==> src/stn_pkg.sv <==
// ----------------------------------------------------------------------------
// stn_pkg: shared types and constants for the stepper turn sequencer
// Opcodes, move flag positions, widths, the half-step coil table and the
// command struct that the move controller sends to each channel.
// ----------------------------------------------------------------------------
package stn_pkg;

  typedef enum logic [1:0] {
    OP_START   = 2'd0,
    OP_RELEASE = 2'd1,
    OP_TICK    = 2'd2,
    OP_NONE    = 2'd3
  } stn_op_t;

  // Configuration register indexes.
  localparam logic [1:0] CFG_QUARTER   = 2'd0;
  localparam logic [1:0] CFG_OVERSHOOT = 2'd1;
  localparam logic [1:0] CFG_TICKS     = 2'd2;

  localparam int QUARTER_W   = 12;
  localparam int OVERSHOOT_W = 8;
  localparam int TICKS_W     = 16;
  localparam int STEPS_W     = 14;
  localparam int PHASE_W     = 3;
  localparam int COIL_W      = 4;
  localparam int CFG_DATA_W  = 16;

  localparam logic [QUARTER_W-1:0]   QUARTER_RESET   = 12'd1024;
  localparam logic [OVERSHOOT_W-1:0] OVERSHOOT_RESET = 8'd16;
  localparam logic [TICKS_W-1:0]     TICKS_RESET     = 16'd1;

  // Bit positions inside the latched move flags.
  localparam int FLAG_OVS   = 0;
  localparam int FLAG_USE_A = 1;
  localparam int FLAG_USE_B = 2;
  localparam int FLAG_REV_A = 3;
  localparam int FLAG_REV_B = 4;
  localparam int FLAGS_W    = 5;

  // Per-channel command for one accepted item.
  typedef struct packed {
    logic release_coils;
    logic step;
    logic down;
  } stn_chan_cmd_t;

  // Eight-phase half-step pattern, bit0 is coil 1.
  function automatic logic [COIL_W-1:0] coil_pattern(input logic [PHASE_W-1:0] phase);
    logic [COIL_W-1:0] pat;
    begin
      case (phase)
        3'd0:    pat = 4'h8;
        3'd1:    pat = 4'hC;
        3'd2:    pat = 4'h4;
        3'd3:    pat = 4'h6;
        3'd4:    pat = 4'h2;
        3'd5:    pat = 4'h3;
        3'd6:    pat = 4'h1;
        3'd7:    pat = 4'h9;
        default: pat = 4'h0;
      endcase
      return pat;
    end
  endfunction

endpackage

==> src/stepper_turn_sequencer.sv <==
// ----------------------------------------------------------------------------
// stepper_turn_sequencer: two-channel half-step stepper turn sequencer
// Runs quarter or half turns with optional overshoot and back-off on two
// four-coil channels, one half-step every ticks_per_step tick items.
// ----------------------------------------------------------------------------
// Latency: the result of an item is on the output in the cycle after it is accepted.
// Throughput: one item per cycle while out_ready is high; the single output register is refilled in
// the same cycle that its item is taken.
// Reset (synchronous, active high) clears the move, phases and energized flags,
// empties the output register and loads the register defaults 1024, 16 and 1.
// Configuration writes are always taken, in the cycle they are offered.
module stepper_turn_sequencer (
  input  logic                              clk,
  input  logic                              rst,
  // Command items.
  input  logic                              in_valid,
  output logic                              in_ready,
  input  logic [1:0]                        opcode,
  input  logic                              use_a,
  input  logic                              use_b,
  input  logic                              reverse_a,
  input  logic                              reverse_b,
  input  logic                              half_turn,
  input  logic                              with_overshoot,
  // Result items.
  output logic                              out_valid,
  input  logic                              out_ready,
  output logic [stn_pkg::COIL_W-1:0]        coils_a,
  output logic [stn_pkg::COIL_W-1:0]        coils_b,
  output logic                              busy_res,
  output logic                              move_done,
  // Configuration writes.
  input  logic                              cfg_valid,
  output logic                              cfg_ready,
  input  logic [1:0]                        cfg_index,
  input  logic [stn_pkg::CFG_DATA_W-1:0]    cfg_data
);

  logic [stn_pkg::QUARTER_W-1:0]   quarter_turn_steps;
  logic [stn_pkg::OVERSHOOT_W-1:0] overshoot_steps;
  logic [stn_pkg::TICKS_W-1:0]     ticks_per_step;

  logic                            accept;
  stn_pkg::stn_chan_cmd_t          cmd_a;
  stn_pkg::stn_chan_cmd_t          cmd_b;
  logic [stn_pkg::COIL_W-1:0]      coils_a_next;
  logic [stn_pkg::COIL_W-1:0]      coils_b_next;
  logic                            busy_next;
  logic                            done_next;

  // The output register frees up in the same cycle its item is taken, so a
  // new item is accepted whenever the register is empty or being drained.
  assign in_ready  = !out_valid || out_ready;
  assign accept    = in_valid && in_ready;
  assign cfg_ready = 1'b1;

  // Configuration registers. An index with no register is ignored.
  always_ff @(posedge clk) begin
    if (rst) begin
      quarter_turn_steps <= stn_pkg::QUARTER_RESET;
      overshoot_steps    <= stn_pkg::OVERSHOOT_RESET;
      ticks_per_step     <= stn_pkg::TICKS_RESET;
    end else if (cfg_valid && cfg_ready) begin
      case (cfg_index)
        stn_pkg::CFG_QUARTER:   quarter_turn_steps <= cfg_data[stn_pkg::QUARTER_W-1:0];
        stn_pkg::CFG_OVERSHOOT: overshoot_steps    <= cfg_data[stn_pkg::OVERSHOOT_W-1:0];
        stn_pkg::CFG_TICKS:     ticks_per_step     <= cfg_data[stn_pkg::TICKS_W-1:0];
        default: begin
        end
      endcase
    end
  end

  // The controller decides, per accepted item, whether the channels step or
  // release; each channel then updates its own phase and energized flag.
  stn_ctrl u_ctrl (
    .clk                (clk),
    .rst                (rst),
    .accept             (accept),
    .opcode             (opcode),
    .use_a              (use_a),
    .use_b              (use_b),
    .reverse_a          (reverse_a),
    .reverse_b          (reverse_b),
    .half_turn          (half_turn),
    .with_overshoot     (with_overshoot),
    .quarter_turn_steps (quarter_turn_steps),
    .overshoot_steps    (overshoot_steps),
    .ticks_per_step     (ticks_per_step),
    .cmd_a              (cmd_a),
    .cmd_b              (cmd_b),
    .busy_next          (busy_next),
    .done_next          (done_next)
  );

  stn_chan u_chan_a (
    .clk        (clk),
    .rst        (rst),
    .cmd        (cmd_a),
    .coils_next (coils_a_next)
  );

  stn_chan u_chan_b (
    .clk        (clk),
    .rst        (rst),
    .cmd        (cmd_b),
    .coils_next (coils_b_next)
  );

  // Output register: valid is control state, the payload loads on accept.
  always_ff @(posedge clk) begin
    if (rst) begin
      out_valid <= 1'b0;
    end else if (accept) begin
      out_valid <= 1'b1;
    end else if (out_ready) begin
      out_valid <= 1'b0;
    end
  end

  always_ff @(posedge clk) begin
    if (accept) begin
      coils_a   <= coils_a_next;
      coils_b   <= coils_b_next;
      busy_res  <= busy_next;
      move_done <= done_next;
    end
  end

`ifndef SYNTH
  // The item that finishes a move never reports the move as still running.
  a_done_not_busy: assert property (@(posedge clk) disable iff (rst)
    (out_valid && move_done) |-> !busy_res)
    else $error("move_done reported together with busy");

  // A waiting result blocks new items until it is taken.
  a_hold_blocks: assert property (@(posedge clk) disable iff (rst)
    (out_valid && !out_ready) |-> !in_ready)
    else $error("item accepted while the result register is full");

  // A release item leaves both channels de-energized.
  a_release_coils: assert property (@(posedge clk) disable iff (rst)
    (accept && (opcode == stn_pkg::OP_RELEASE)) |=>
      ((coils_a == '0) && (coils_b == '0) && !busy_res))
    else $error("coils still driven after release");
`endif

endmodule

==> src/stn_chan.sv <==
// ----------------------------------------------------------------------------
// stn_chan: one stepper channel
// Holds the running phase and the energized flag, and gives the coil
// pattern that follows the current command.
// ----------------------------------------------------------------------------
module stn_chan (
  input  logic                         clk,
  input  logic                         rst,
  input  stn_pkg::stn_chan_cmd_t       cmd,
  output logic [stn_pkg::COIL_W-1:0]   coils_next
);

  logic [stn_pkg::PHASE_W-1:0] phase;
  logic [stn_pkg::PHASE_W-1:0] phase_next;
  logic                        energized;
  logic                        energized_next;

  always_comb begin
    phase_next     = phase;
    energized_next = energized;
    if (cmd.release_coils) begin
      energized_next = 1'b0;
    end else if (cmd.step) begin
      // Counting down by one is adding seven modulo eight.
      phase_next     = cmd.down ? phase + 3'd7 : phase + 3'd1;
      energized_next = 1'b1;
    end
  end

  assign coils_next = energized_next ? stn_pkg::coil_pattern(phase_next)
                                     : {stn_pkg::COIL_W{1'b0}};

  always_ff @(posedge clk) begin
    if (rst) begin
      phase     <= '0;
      energized <= 1'b0;
    end else begin
      phase     <= phase_next;
      energized <= energized_next;
    end
  end

endmodule

==> src/stn_ctrl.sv <==
// ----------------------------------------------------------------------------
// stn_ctrl: move controller
// Decodes each accepted item, keeps the step count, tick counter, leg and
// latched move flags, and issues step and release commands to the channels.
// ----------------------------------------------------------------------------
module stn_ctrl (
  input  logic                              clk,
  input  logic                              rst,
  input  logic                              accept,
  input  logic [1:0]                        opcode,
  input  logic                              use_a,
  input  logic                              use_b,
  input  logic                              reverse_a,
  input  logic                              reverse_b,
  input  logic                              half_turn,
  input  logic                              with_overshoot,
  input  logic [stn_pkg::QUARTER_W-1:0]     quarter_turn_steps,
  input  logic [stn_pkg::OVERSHOOT_W-1:0]   overshoot_steps,
  input  logic [stn_pkg::TICKS_W-1:0]       ticks_per_step,
  output stn_pkg::stn_chan_cmd_t            cmd_a,
  output stn_pkg::stn_chan_cmd_t            cmd_b,
  output logic                              busy_next,
  output logic                              done_next
);

  logic [stn_pkg::STEPS_W-1:0] steps_left;
  logic [stn_pkg::STEPS_W-1:0] steps_left_next;
  logic                        in_backoff;
  logic                        in_backoff_next;
  logic [stn_pkg::TICKS_W-1:0] tick_count;
  logic [stn_pkg::TICKS_W-1:0] tick_count_next;
  logic [stn_pkg::FLAGS_W-1:0] move_flags;
  logic [stn_pkg::FLAGS_W-1:0] move_flags_next;

  logic [stn_pkg::TICKS_W-1:0] period;
  logic [stn_pkg::TICKS_W:0]   tick_inc;
  logic [stn_pkg::STEPS_W-1:0] turn_steps;
  logic [stn_pkg::STEPS_W-1:0] fwd_steps;
  logic [stn_pkg::STEPS_W-1:0] steps_dec;
  logic                        busy;
  logic                        do_start;
  logic                        do_release;
  logic                        do_tick;
  logic                        fire;
  logic                        to_backoff;

  assign busy       = (steps_left != '0);
  assign do_start   = accept && (opcode == stn_pkg::OP_START) && !busy;
  assign do_release = accept && (opcode == stn_pkg::OP_RELEASE);
  assign do_tick    = accept && (opcode == stn_pkg::OP_TICK) && busy;

  assign period   = (ticks_per_step == '0) ? {{(stn_pkg::TICKS_W-1){1'b0}}, 1'b1}
                                           : ticks_per_step;
  assign tick_inc = {1'b0, tick_count} + {{stn_pkg::TICKS_W{1'b0}}, 1'b1};
  assign fire     = do_tick && (tick_inc >= {1'b0, period});

  assign turn_steps = half_turn ? {1'b0, quarter_turn_steps, 1'b0}
                                : {2'b00, quarter_turn_steps};
  assign fwd_steps  = turn_steps + (with_overshoot ? {6'd0, overshoot_steps}
                                                   : {stn_pkg::STEPS_W{1'b0}});
  assign steps_dec  = steps_left - {{(stn_pkg::STEPS_W-1){1'b0}}, 1'b1};

  // The forward leg hands over to the back-off leg when overshoot was asked for and overshoot_steps is not zero.
  assign to_backoff = !in_backoff && move_flags[stn_pkg::FLAG_OVS]
                      && (overshoot_steps != '0);

  always_comb begin
    steps_left_next = steps_left;
    in_backoff_next = in_backoff;
    tick_count_next = tick_count;
    move_flags_next = move_flags;
    done_next       = 1'b0;
    if (do_release) begin
      steps_left_next = '0;
      in_backoff_next = 1'b0;
      tick_count_next = '0;
      move_flags_next = '0;
    end else if (do_start && (fwd_steps != '0)) begin
      steps_left_next = fwd_steps;
      in_backoff_next = 1'b0;
      tick_count_next = '0;
      move_flags_next = {reverse_b, reverse_a, use_b, use_a, with_overshoot};
    end else if (fire) begin
      tick_count_next = '0;
      if (steps_dec != '0) begin
        steps_left_next = steps_dec;
      end else if (to_backoff) begin
        in_backoff_next = 1'b1;
        steps_left_next = {6'd0, overshoot_steps};
      end else begin
        done_next       = 1'b1;
        steps_left_next = '0;
        in_backoff_next = 1'b0;
        move_flags_next = '0;
      end
    end else if (do_tick) begin
      tick_count_next = tick_inc[stn_pkg::TICKS_W-1:0];
    end
  end

  assign busy_next = (steps_left_next != '0);

  always_comb begin
    cmd_a.release_coils = do_release;
    cmd_a.step          = fire && move_flags[stn_pkg::FLAG_USE_A];
    cmd_a.down          = move_flags[stn_pkg::FLAG_REV_A] ^ in_backoff;
    cmd_b.release_coils = do_release;
    cmd_b.step          = fire && move_flags[stn_pkg::FLAG_USE_B];
    cmd_b.down          = move_flags[stn_pkg::FLAG_REV_B] ^ in_backoff;
  end

  always_ff @(posedge clk) begin
    if (rst) begin
      steps_left <= '0;
      in_backoff <= 1'b0;
      tick_count <= '0;
      move_flags <= '0;
    end else begin
      steps_left <= steps_left_next;
      in_backoff <= in_backoff_next;
      tick_count <= tick_count_next;
      move_flags <= move_flags_next;
    end
  end

`ifndef SYNTH
  // An idle controller carries no leftover timing, leg or flags.
  a_idle_clean: assert property (@(posedge clk) disable iff (rst)
    (steps_left == '0) |-> ((tick_count == '0) && !in_backoff && (move_flags == '0)))
    else $error("idle controller holds stale move state");

  // The back-off leg only exists for a move that asked for overshoot.
  a_backoff_ovs: assert property (@(posedge clk) disable iff (rst)
    in_backoff |-> move_flags[stn_pkg::FLAG_OVS])
    else $error("back-off leg without overshoot flag");

  // While a move runs, the tick counter stays below the step period.
  a_tick_bound: assert property (@(posedge clk) disable iff (rst)
    busy |-> (tick_inc <= {1'b0, period}))
    else $error("tick counter ran past the step period");
`endif

endmodule
==> config.mk <==
export PLATFORM = sky130hd
export DESIGN_NAME = stepper_turn_sequencer
export DESIGN_NICKNAME = d
export VERILOG_FILES = /design/src/stn_pkg.sv /design/src/stepper_turn_sequencer.sv /design/src/stn_chan.sv /design/src/stn_ctrl.sv
export SDC_FILE = /design/constraint.sdc
export NUM_CORES = 1
export LEC_CHECK = 0
export BUFFER_PORTS_ARGS = -buffer_cell sky130_fd_sc_hd__buf_2
export CAP_MARGIN = 10
export CORE_AREA = 4 4 138 140
export CTS_BUF_LIST = sky130_fd_sc_hd__clkbuf_8
export CTS_CLUSTER_DIAMETER = 200
export DETAILED_ROUTE_END_ITERATION = 8
export DIE_AREA = 0 0 142 144
export GPL_TIMING_DRIVEN = 0
export MAX_ROUTING_LAYER = met4
export PLACE_DENSITY = 0.58
export SYNTH_ARGS = -nofsm -noshare
export SYNTH_HDL_FRONTEND = slang
export SYNTH_HIERARCHICAL = 1
export SYNTH_SLANG_ARGS = --single-unit
==> constraint.sdc <==
create_clock -name clk -period 4.4 [get_ports clk]
set_input_delay 0.66 -clock clk [delete_from_list [all_inputs] [get_ports clk]]
set_output_delay 0.66 -clock clk [all_outputs]
set_load 0.02 [all_outputs]
Yosys cells after proc, flatten, opt, wreduce, memory -nomap -nowiden
Memory sizes are Yosys's and may differ from the RTL's. A register that Yosys moved wholly into a read port is not among the register bits.
Cells that the tools add are included.

operators by class
  add/sub/neg operators = 7
  order comparisons = 1
  eq/ne operators = 6
  muxes and demuxes = 26
  bitwise logic cells = 4
  reduce and logical (&&, ||, !) cells = 37

operator list
  cell                   count
  $mux 14                4
  $reduce_bool 14->1     4
  $mux 5                 4
  $mux 3                 6
  $add 16x1->17 const B  1
  $ge 17x16->1           1
  $logic_not 16->1       1
  $mux 16                1
  $mux 8                 2
  $add 14x14->14         1
  $sub 14x1->14 const B  1
  $mux 13                1
  $logic_and 1x1->1      12
  $mux 1                 8
  $reduce_and 2->1       4
  $reduce_bool 8->1      1
  $reduce_or 4->1        2
  $add 3x1->3 const B    2
  $add 3x3->3 const B    2
  $logic_not 1->1        5
  $eq 2x1->1 const B     2
  $eq 2x2->1 const B     2
  $logic_not 2->1        2
  $reduce_bool 2->1      2
  other kinds (8)        10

storage, ports and cells
  flip-flop bits (word level) = 83
  ROM bits = 64
  bits of input ports = 31
  output and inout bits = 13
  logic and storage cells = 97
  memories kept = 2

memory list
  memory            words  bits a word  rd ports  clocked after Yosys merged registers in  write ports  RTL line       source
  (name not given)  8      4            1         1                                        0            stn_pkg.sv:51  case (phase)
  (name not given)  8      4            1         1                                        0            stn_pkg.sv:51

Logic depth before layout (Yosys ltp)
Gate-level depths: netlist of run 1.

  depth after elaboration = 10
  depth in mapped cells = 19
  depth with buffers taken out = 17

By module
Netlist of run 1, hierarchy kept.

modules (own cells, without submodules)
  module                  times used  cells an instance  area an instance (µm²)  seq. area each (µm²)
  stn_ctrl                1           508                3784.9                  720.7
  stepper_turn_sequencer  1           159                1856.8                  1041.0
  stn_chan                2           33                 317.8                   80.1

Worst setup path after synthesis of run 1
OpenSTA, ideal clock, no wires.

  path type = input -> register
  from = input half_turn
  to = register busy_res (data pin)
  setup time = 0.282 ns
  data arrival time = 4.124 ns
  path slack = -0.006 ns
  cell stages on the path = 13
  path buffers = 2
  path through = clkbuf_1 -> clkbuf_1 -> mux2_2 -> ha_1 -> a211oi_1 -> o21ai_1 -> a31o_1 -> a2111oi_2 -> nand4_1 -> o41ai_2 -> o2111ai_1 -> o41ai_1 -> o311ai_0

on the way
  longest elaborated chain between the ends = 7

RTL lines
  element                 RTL line                       source
  start, declared         stepper_turn_sequencer.sv:23   input logic half_turn,
  $mux 13 (*)             stn_ctrl.sv:57                 assign turn_steps = half_turn ? {1'b0, quarter_turn_steps, 1'b0}
  $add 14x14->14 (*)      stn_ctrl.sv:59                 assign fwd_steps = turn_steps + (with_overshoot ? {6'd0, overshoot_steps}
  $reduce_bool 14->1      stn_ctrl.sv:78                 end else if (do_start && (fwd_steps != '0)) begin
  $logic_and 1x1->1       stn_ctrl.sv:78
  $mux 14 (*)             stn_ctrl.sv:78
  $mux 14 (*)             stn_ctrl.sv:73                 if (do_release) begin
  $reduce_bool 14->1 (*)  stn_ctrl.sv:101                assign busy_next = (steps_left_next != '0);
  via busy_next           stepper_turn_sequencer.sv:48   logic busy_next;
  end signal, assigned    stepper_turn_sequencer.sv:125  busy_res <= busy_next;
  end, declared           stepper_turn_sequencer.sv:30   output logic busy_res,

Mark *: on every way through the listed nets, which the timed path passes. The rest lies on a longest branch.
A chain may end at the register's enable or synchronous reset.

Final worst setup path of run 1
Same ends and word-level chain as after synthesis.

==> results of run 1 <==
==> registers in the layout, summed over array words and instances (netlist names) <==
register            cells
ticks_per_step         16
u_ctrl/tick_count      16
u_ctrl/steps_left      14
quarter_turn_steps     12
overshoot_steps         8
u_ctrl/move_flags       5
coils_a                 4
coils_b                 4
u_chan_a/phase          3
u_chan_b/phase          3
busy_res                1
move_done               1
out_valid               1
u_chan_a/energized      1
u_chan_b/energized      1
u_ctrl/in_backoff       1
==> repair_timing <==
item,CTS,global route
pin swaps,1,4
buffers inserted,1,2
hold buffers,0,0
setup endpoints to repair,41,31
resized for setup,11,26
==> power by group through the flow <==
| stage | clock, µW | sequential, µW | combinational, µW |
|---|---|---|---|
| 2_1_floorplan | 0 | 931 | 347 |
| 3_3_place_gp | 0 | 930 | 490 |
| 3_5_place_dp | 0 | 931 | 488 |
| 4_1_cts | 584 | 912 | 501 |
| 5_1_grt | 611 | 918 | 591 |
| 6_report | 572 | 912 | 536 |
==> worst max-delay path, cell delays in order <==
cell and delay (ns):
sky130_fd_sc_hd__clkbuf_4 0.19, sky130_fd_sc_hd__buf_6 0.17, sky130_fd_sc_hd__mux2_2 0.34, sky130_fd_sc_hd__ha_1 0.29, sky130_fd_sc_hd__a2111oi_4 0.41, sky130_fd_sc_hd__o21ai_2 0.15
sky130_fd_sc_hd__a31o_1 0.25, sky130_fd_sc_hd__a2111oi_2 0.38, sky130_fd_sc_hd__nand4_1 0.23, sky130_fd_sc_hd__o41a_1 0.54, sky130_fd_sc_hd__nor4_2 0.27, sky130_fd_sc_hd__o2111a_1 0.26
sky130_fd_sc_hd__o311ai_0 0.14
==> cells in the mapped netlist (all sizes together) (3+ instances only) <==
cell / instances / area share
edfxtp: 10 / 0.048
or3: 4 / 0.0040
dfxtp: 81 / 0.26
nand4: 11 / 0.011
a32oi: 3 / 0.0042
fa: 3 / 0.0096
nor2: 82 / 0.053
a22oi: 7 / 0.0084
mux2i: 41 / 0.065
a21oi: 24 / 0.019
ha: 27 / 0.054
o21a: 4 / 0.0048
a31o: 3 / 0.0042
a211oi: 14 / 0.018
a2111oi: 4 / 0.011
a31oi: 11 / 0.011
mux2: 14 / 0.028
xor2: 23 / 0.032
nor4: 10 / 0.010
o211ai: 8 / 0.0096
and2: 15 / 0.015
xnor2: 23 / 0.032
nor3: 18 / 0.014
and3b: 5 / 0.0070
o21ai: 22 / 0.018
o2bb2ai: 4 / 0.0076
nand2b: 60 / 0.060
nand2: 48 / 0.029
nor3b: 6 / 0.0072
buf: 13 / 0.013
clkbuf: 16 / 0.0096
inv: 30 / 0.018
nand3b: 3 / 0.0036
nand3: 21 / 0.017
nor2b: 6 / 0.0060
a21o: 4 / 0.0048
o31ai: 4 / 0.0048
and3: 10 / 0.010
==> worst paths after layout <==
| check | end | slack, ns | cells past startpoint |
|---|---|---|---|
| hold / removal | u_chan_b/energized | 0.49 | 2 |
| setup reg to reg | busy_res | 0.27 | 18 |
| hold reg to reg | u_chan_b/energized | 0.49 | 2 |
| setup / recovery | busy_res | 0.21 | 13 |
==> stage by stage <==
step / worst slack [ns] / hold WS, ns
global route: -0.0180 / 0.513
detailed placement: -0.781 / 0.479
CTS: 0.00697 / 0.492
global placement: -0.812 / 0.465
floorplan: 0.102 / 0.451
finish: 0.209 / 0.491
==> per-layer routing <==
metal / routed length (µm) / global-route usage / up-vias
li1: - / - / 2750
met1: 8490 / 0.237 / 2553
met2: 7150 / 0.244 / 93
met3: 502 / 0.0248 / 18
met4: 238 / 0.0530 / 0
met5: 0 / - / -
==> area by class of cell <==
cell class / count / share of cell area
buffer: 27 / 0.0205
clock buffer: 9 / 0.0174
clock inverter: 7 / 0.00773
inverter: 30 / 0.0158
multi-input combinational: 583 / 0.595
sequential: 91 / 0.270
tap: 229 / 0.0402
timing repair buffer: 45 / 0.0330
==> logic make-up (layout without fill, tap and decap cells) <==
kind of cell / after synthesis / in the layout / synth area share
XOR/XNOR: 48 / 48 / 0.0714
AND/OR/NAND/NOR: 312 / 312 / 0.264
multiplexers: 55 / 55 / 0.0929
other: 1 / 1 / 0.000597
flip-flops: 91 / 91 / 0.306
AO/OA/AOI/OAI: 137 / 137 / 0.161
adder cells (fa/ha/maj): 30 / 30 / 0.0634
buffers and inverters: 59 / 118 / 0.0409
==> impl_metrics.json, run 1 <==
{
  "outcome": "finished clean",
  "drc_errors": 0,
  "ys_types": 79,
  "finished_core_util": 0.399,
  "die_w_um": 142,
  "routed_via_density": 5.30,
  "report.final.hold_viol_count": 0,
  "netlist_instances": 733,
  "ios": 44,
  "total_power_uw": 2020,
  "power.share.combinational": 0.265,
  "worst_setup_hold_path_clk_slew_ns": 0.09,
  "synth_fp_nets": 794,
  "layout_common_cells": "sky130_fd_sc_hd__dfxtp_1 (78), sky130_fd_sc_hd__nor2_1 (69), sky130_fd_sc_hd__nand2b_1 (60)",
  "dpl_cell_area_um2": 6780,
  "placement.io_buffers": 42,
  "achievable-frequency_ghz": 0.239,
  "endpoint_kind": "flip-flop",
  "track_usage": 0.167,
  "mappedNetlistArea_um2": 6280,
  "dp_hpwl_um": 12300,
  "numClockSinks": 91,
  "rr_startpoint": "u_ctrl/tick_count[4]",
  "maximum_number_of_pins_on_one_net_before_global_route_repair": 18,
  "post-route-period-util": 0.953,
  "synth_area_per_cell_um2": 8.56,
  "p_sw_frac": 0.352,
  "worst_hold_path_type": "reg -> reg",
  "worstHoldStart": "u_chan_b/energized",
  "drt-initial-drc-count": 293,
  "insertedDiodeCount": 0,
  "area.sequential_um2": 1930,
  "post-route-min-period_ns": 4.19,
  "final_common_cell": "sky130_fd_sc_hd__dfxtp_1",
  "yosysSeqAreaShare": 0.306,
  "die_area_um2": 20400,
  "switchingPower_uw": 710,
  "drt-total-wl_um": 16400,
  "fp.coreArea_um2": 17800,
  "h-tree-depth": 3,
  "internal_power_uw": 1310,
  "overflow": 0,
  "slew_viol_final": 0,
  "clockPowerShare": 0.283,
  "length_of_the_first_detailed_routing_pass_in_iterations": 4,
  "wire_length_of_the_first_global_routing_pass_um": 26400,
  "grt_antenna_before_repair": 0,
  "worstSetupPathType": "in -> reg",
  "vias": 5414,
  "area_growth_pct": 13.5,
  "power.density_nw_per_um2": 284,
  "layout.cells.non_filler": 1021,
  "power.ir.vdd_worst_mv": 0.151,
  "relative_contribution_of_sequential_cells_to_total_power": 0.452,
  "post-route-cell-area_um2": 7130,
  "static_leakage_uw": 0.00278,
  "detail_route.wl_per_cell_um": 16.0,
  "multi_input_comb_area_um2": 4240,
  "timing.clock.skew_ns": 0.0158,
  "std_cell_rows": 49,
  "synth_seq_cells": 91,
  "tritoncts": "done",
  "worstSkewPairLatency_ns": 0.39,
  "clock_tree.buffer_depth": 2,
  "dominantRegCellSynth": "sky130_fd_sc_hd__dfxtp_1",
  "critPathLaunchType": "input port",
  "final_antenna_net_count": 0,
  "worst_slew_margin_rel": 0.202,
  "globalplace.congestion": 0.915,
  "crit_path_start": "half_turn",
  "number_of_synthesized_flops_with_an_enable_pin": 10,
  "synth-warning-count": 6,
  "fillCellCount": 1833,
  "setup_tns_ns": 0,
  "starting_utilization_of_the_core_area": 0.352,
  "share_of_layout_cells_above_drive_strength_1": 0.173,
  "design.final.nets": 848,
  "critical_path_required_ns": 4.51,
  "cp_data_arrival_time_ns": 4.30,
  "placed_cells_incl_taps": 1004,
  "grt_pass1_vias": 5016,
  "worst_tran_pin_value_ns": 1.19,
  "max-cap-violations": 0,
  "async_reset_ff_frac": 0,
  "fp.dieH_um": 144,
  "tritoncts.num_buffers": 9,
  "setup_viol_count_final": 0,
  "critical_path_maximum_fanout": 12,
  "ctsRootBufferMaster": "sky130_fd_sc_hd__clkbuf_8"
}
(Power assumes the default switching activity.)
==> inputs of run 2 (changes only) <==
- clock period: 4.4 -> 3.45 ns (I/O delays scaled with it)
==> impl_metrics.json, run 2 (synthesis results as in run 1) <==
{
  "outcome": "finished with violations",
  "failed_checks": "negative setup slack",
  "fp.coreArea_um2": 17800,
  "total_power_uw": 2830,
  "worstSkewPairLatency_ns": 0.38,
  "critPathLaunchType": "input port",
  "area_growth_pct": 29.3,
  "layout_top_registers": "ticks_per_step (16), u_ctrl/tick_count (16), u_ctrl/steps_left (14)",
  "worst_slew_margin_rel": 0.480,
  "max-cap-violations": 0,
  "critical_path_maximum_fanout": 5,
  "final_common_cell": "sky130_fd_sc_hd__dfxtp_1",
  "finalWorstSetupSlack_ns": -0.203,
  "achievable-frequency_ghz": 0.274,
  "final_antenna_net_count": 0,
  "length_of_the_first_detailed_routing_pass_in_iterations": 5,
  "std_cell_rows": 49,
  "power.ir.vdd_worst_mv": 0.188,
  "share_of_layout_cells_above_drive_strength_1": 0.296,
  "vias": 5680,
  "grt_antenna_before_repair": 0,
  "drc_errors": 0,
  "layout_common_cells": "sky130_fd_sc_hd__dfxtp_1 (72), sky130_fd_sc_hd__nor2_1 (64), sky130_fd_sc_hd__nand2b_1 (58)",
  "worst_hold_path_type": "in -> reg",
  "tritoncts.num_buffers": 9,
  "setup_viol_count_final": 22,
  "placement.io_buffers": 42,
  "worst_setup_hold_path_clk_slew_ns": 0.10,
  "power.density_nw_per_um2": 349,
  "endpoint_kind": "flip-flop",
  "globalplace.congestion": 0.915,
  "wire_length_of_the_first_global_routing_pass_um": 27700,
  "timing.clock.skew_ns": 0.0155,
  "cp_data_arrival_time_ns": 3.77,
  "track_usage": 0.174,
  "ctsRootBufferMaster": "sky130_fd_sc_hd__clkbuf_8",
  "critical_path_required_ns": 3.57,
  "dp_hpwl_um": 12500,
  "routed_via_density": 5.32,
  "insertedDiodeCount": 0,
  "fp.dieH_um": 144,
  "rsz0062_at_grt": "yes",
  "cts_hold_buffers": 0,
  "die_area_um2": 20400,
  "drt-initial-drc-count": 299,
  "design.final.nets": 894,
  "setup_tns_ns": -0.810,
  "post-route-min-period_ns": 3.65,
  "detail_route.wl_per_cell_um": 16.4,
  "tritoncts": "done",
  "numClockSinks": 91,
  "h-tree-depth": 3,
  "static_leakage_uw": 0.00316,
  "worstSetupPathType": "in -> reg",
  "drt-total-wl_um": 17500,
  "maximum_number_of_pins_on_one_net_before_global_route_repair": 17,
  "clock_tree.buffer_depth": 2,
  "starting_utilization_of_the_core_area": 0.352,
  "report.final.hold_viol_count": 0,
  "slew_viol_final": 0,
  "post-route-period-util": 1.06,
  "ios": 44,
  "grt_pass1_vias": 5367,
  "overflow": 0,
  "die_w_um": 142,
  "worst_tran_pin_value_ns": 0.774
}
-- run 2: cell types whose count changed in the layout (fill, tap and decap cells not counted), sizes merged --
cell	delta
buf	+45
bufinv	+2
clkbuf	+1
clkinv	+1
clkinvlp	+1
inv	-4
-- run 2: layer usage --
layer,vias to the layer above,GRT usage,wire length (µm)
met5,-,-,0
met4,0,0.0535,307
met3,23,0.0294,796
met2,146,0.266,7850
met1,2676,0.235,8550
li1,2835,-,-
-- run 2: report_power, final --
group          switching [µW]  total [µW]  internal (µW)
combinational             463         833            371
clock                     421         836            415
sequential               48.2        1160           1110
total                     932        2830           1900
-- run 2: worst paths after layout --
path | startpoint | to | slack [ns] | cells past startpoint
worst max-delay path | half_turn | busy_res | -0.20 | 15
worst min-delay path | in_valid | out_valid | 0.38 | 3
worst max register to register | u_ctrl/tick_count[6] | busy_res | -0.16 | 18
worst min register to register | quarter_turn_steps[2] | quarter_turn_steps[2] | 0.50 | 2
-- run 2: metrics by stage --
stage | cells | utilization | setup slack [ns] | instance area (µm²) | hold WS [ns]
after floorplan | 733 | - | -0.362 | 6450 | 0.451
after global placement | 1004 | 0.390 | -1.22 | 6950 | 0.475
after detailed placement | 1004 | 0.390 | -1.21 | 6950 | 0.481
after CTS | 1046 | 0.427 | -0.196 | 7620 | 0.352
after global routing | 1067 | 0.455 | -0.314 | 8120 | 0.366
final | 1067 | 0.455 | -0.203 | 8120 | 0.376
-- run 2: worst max-delay path, stage by stage --
cell                        delay, ns
sky130_fd_sc_hd__buf_12          0.11
sky130_fd_sc_hd__clkbuf_16       0.15
sky130_fd_sc_hd__mux2_4          0.33
sky130_fd_sc_hd__fa_2            0.39
sky130_fd_sc_hd__a21o_1          0.24
sky130_fd_sc_hd__a2111oi_4       0.38
sky130_fd_sc_hd__xnor2_2         0.12
sky130_fd_sc_hd__a211oi_2        0.21
sky130_fd_sc_hd__nand4_1         0.16
sky130_fd_sc_hd__buf_4           0.17
sky130_fd_sc_hd__buf_6           0.11
sky130_fd_sc_hd__o41ai_4         0.36
sky130_fd_sc_hd__o2111ai_1       0.16
sky130_fd_sc_hd__o41ai_2         0.21
sky130_fd_sc_hd__o311ai_1        0.17
-- run 2: what timing repair did --
item,in CTS,in global routing
endpoints found under the hold margin,0,0
pin swaps,36,28
gates cloned,2,1
buffers inserted,27,21
endpoints found under the setup margin,54,40
resized for setup,59,71
-- run 2: cell type report --
cell class                 instances  area, µm²
buffer                            25        186
clock buffer                       9        124
clock inverter                     7        100
fill                            1691       9730
inverter                          30        113
multi-input combinational        583       4680
sequential                        91       1940
tap                              229        287
timing repair buffer              93        686
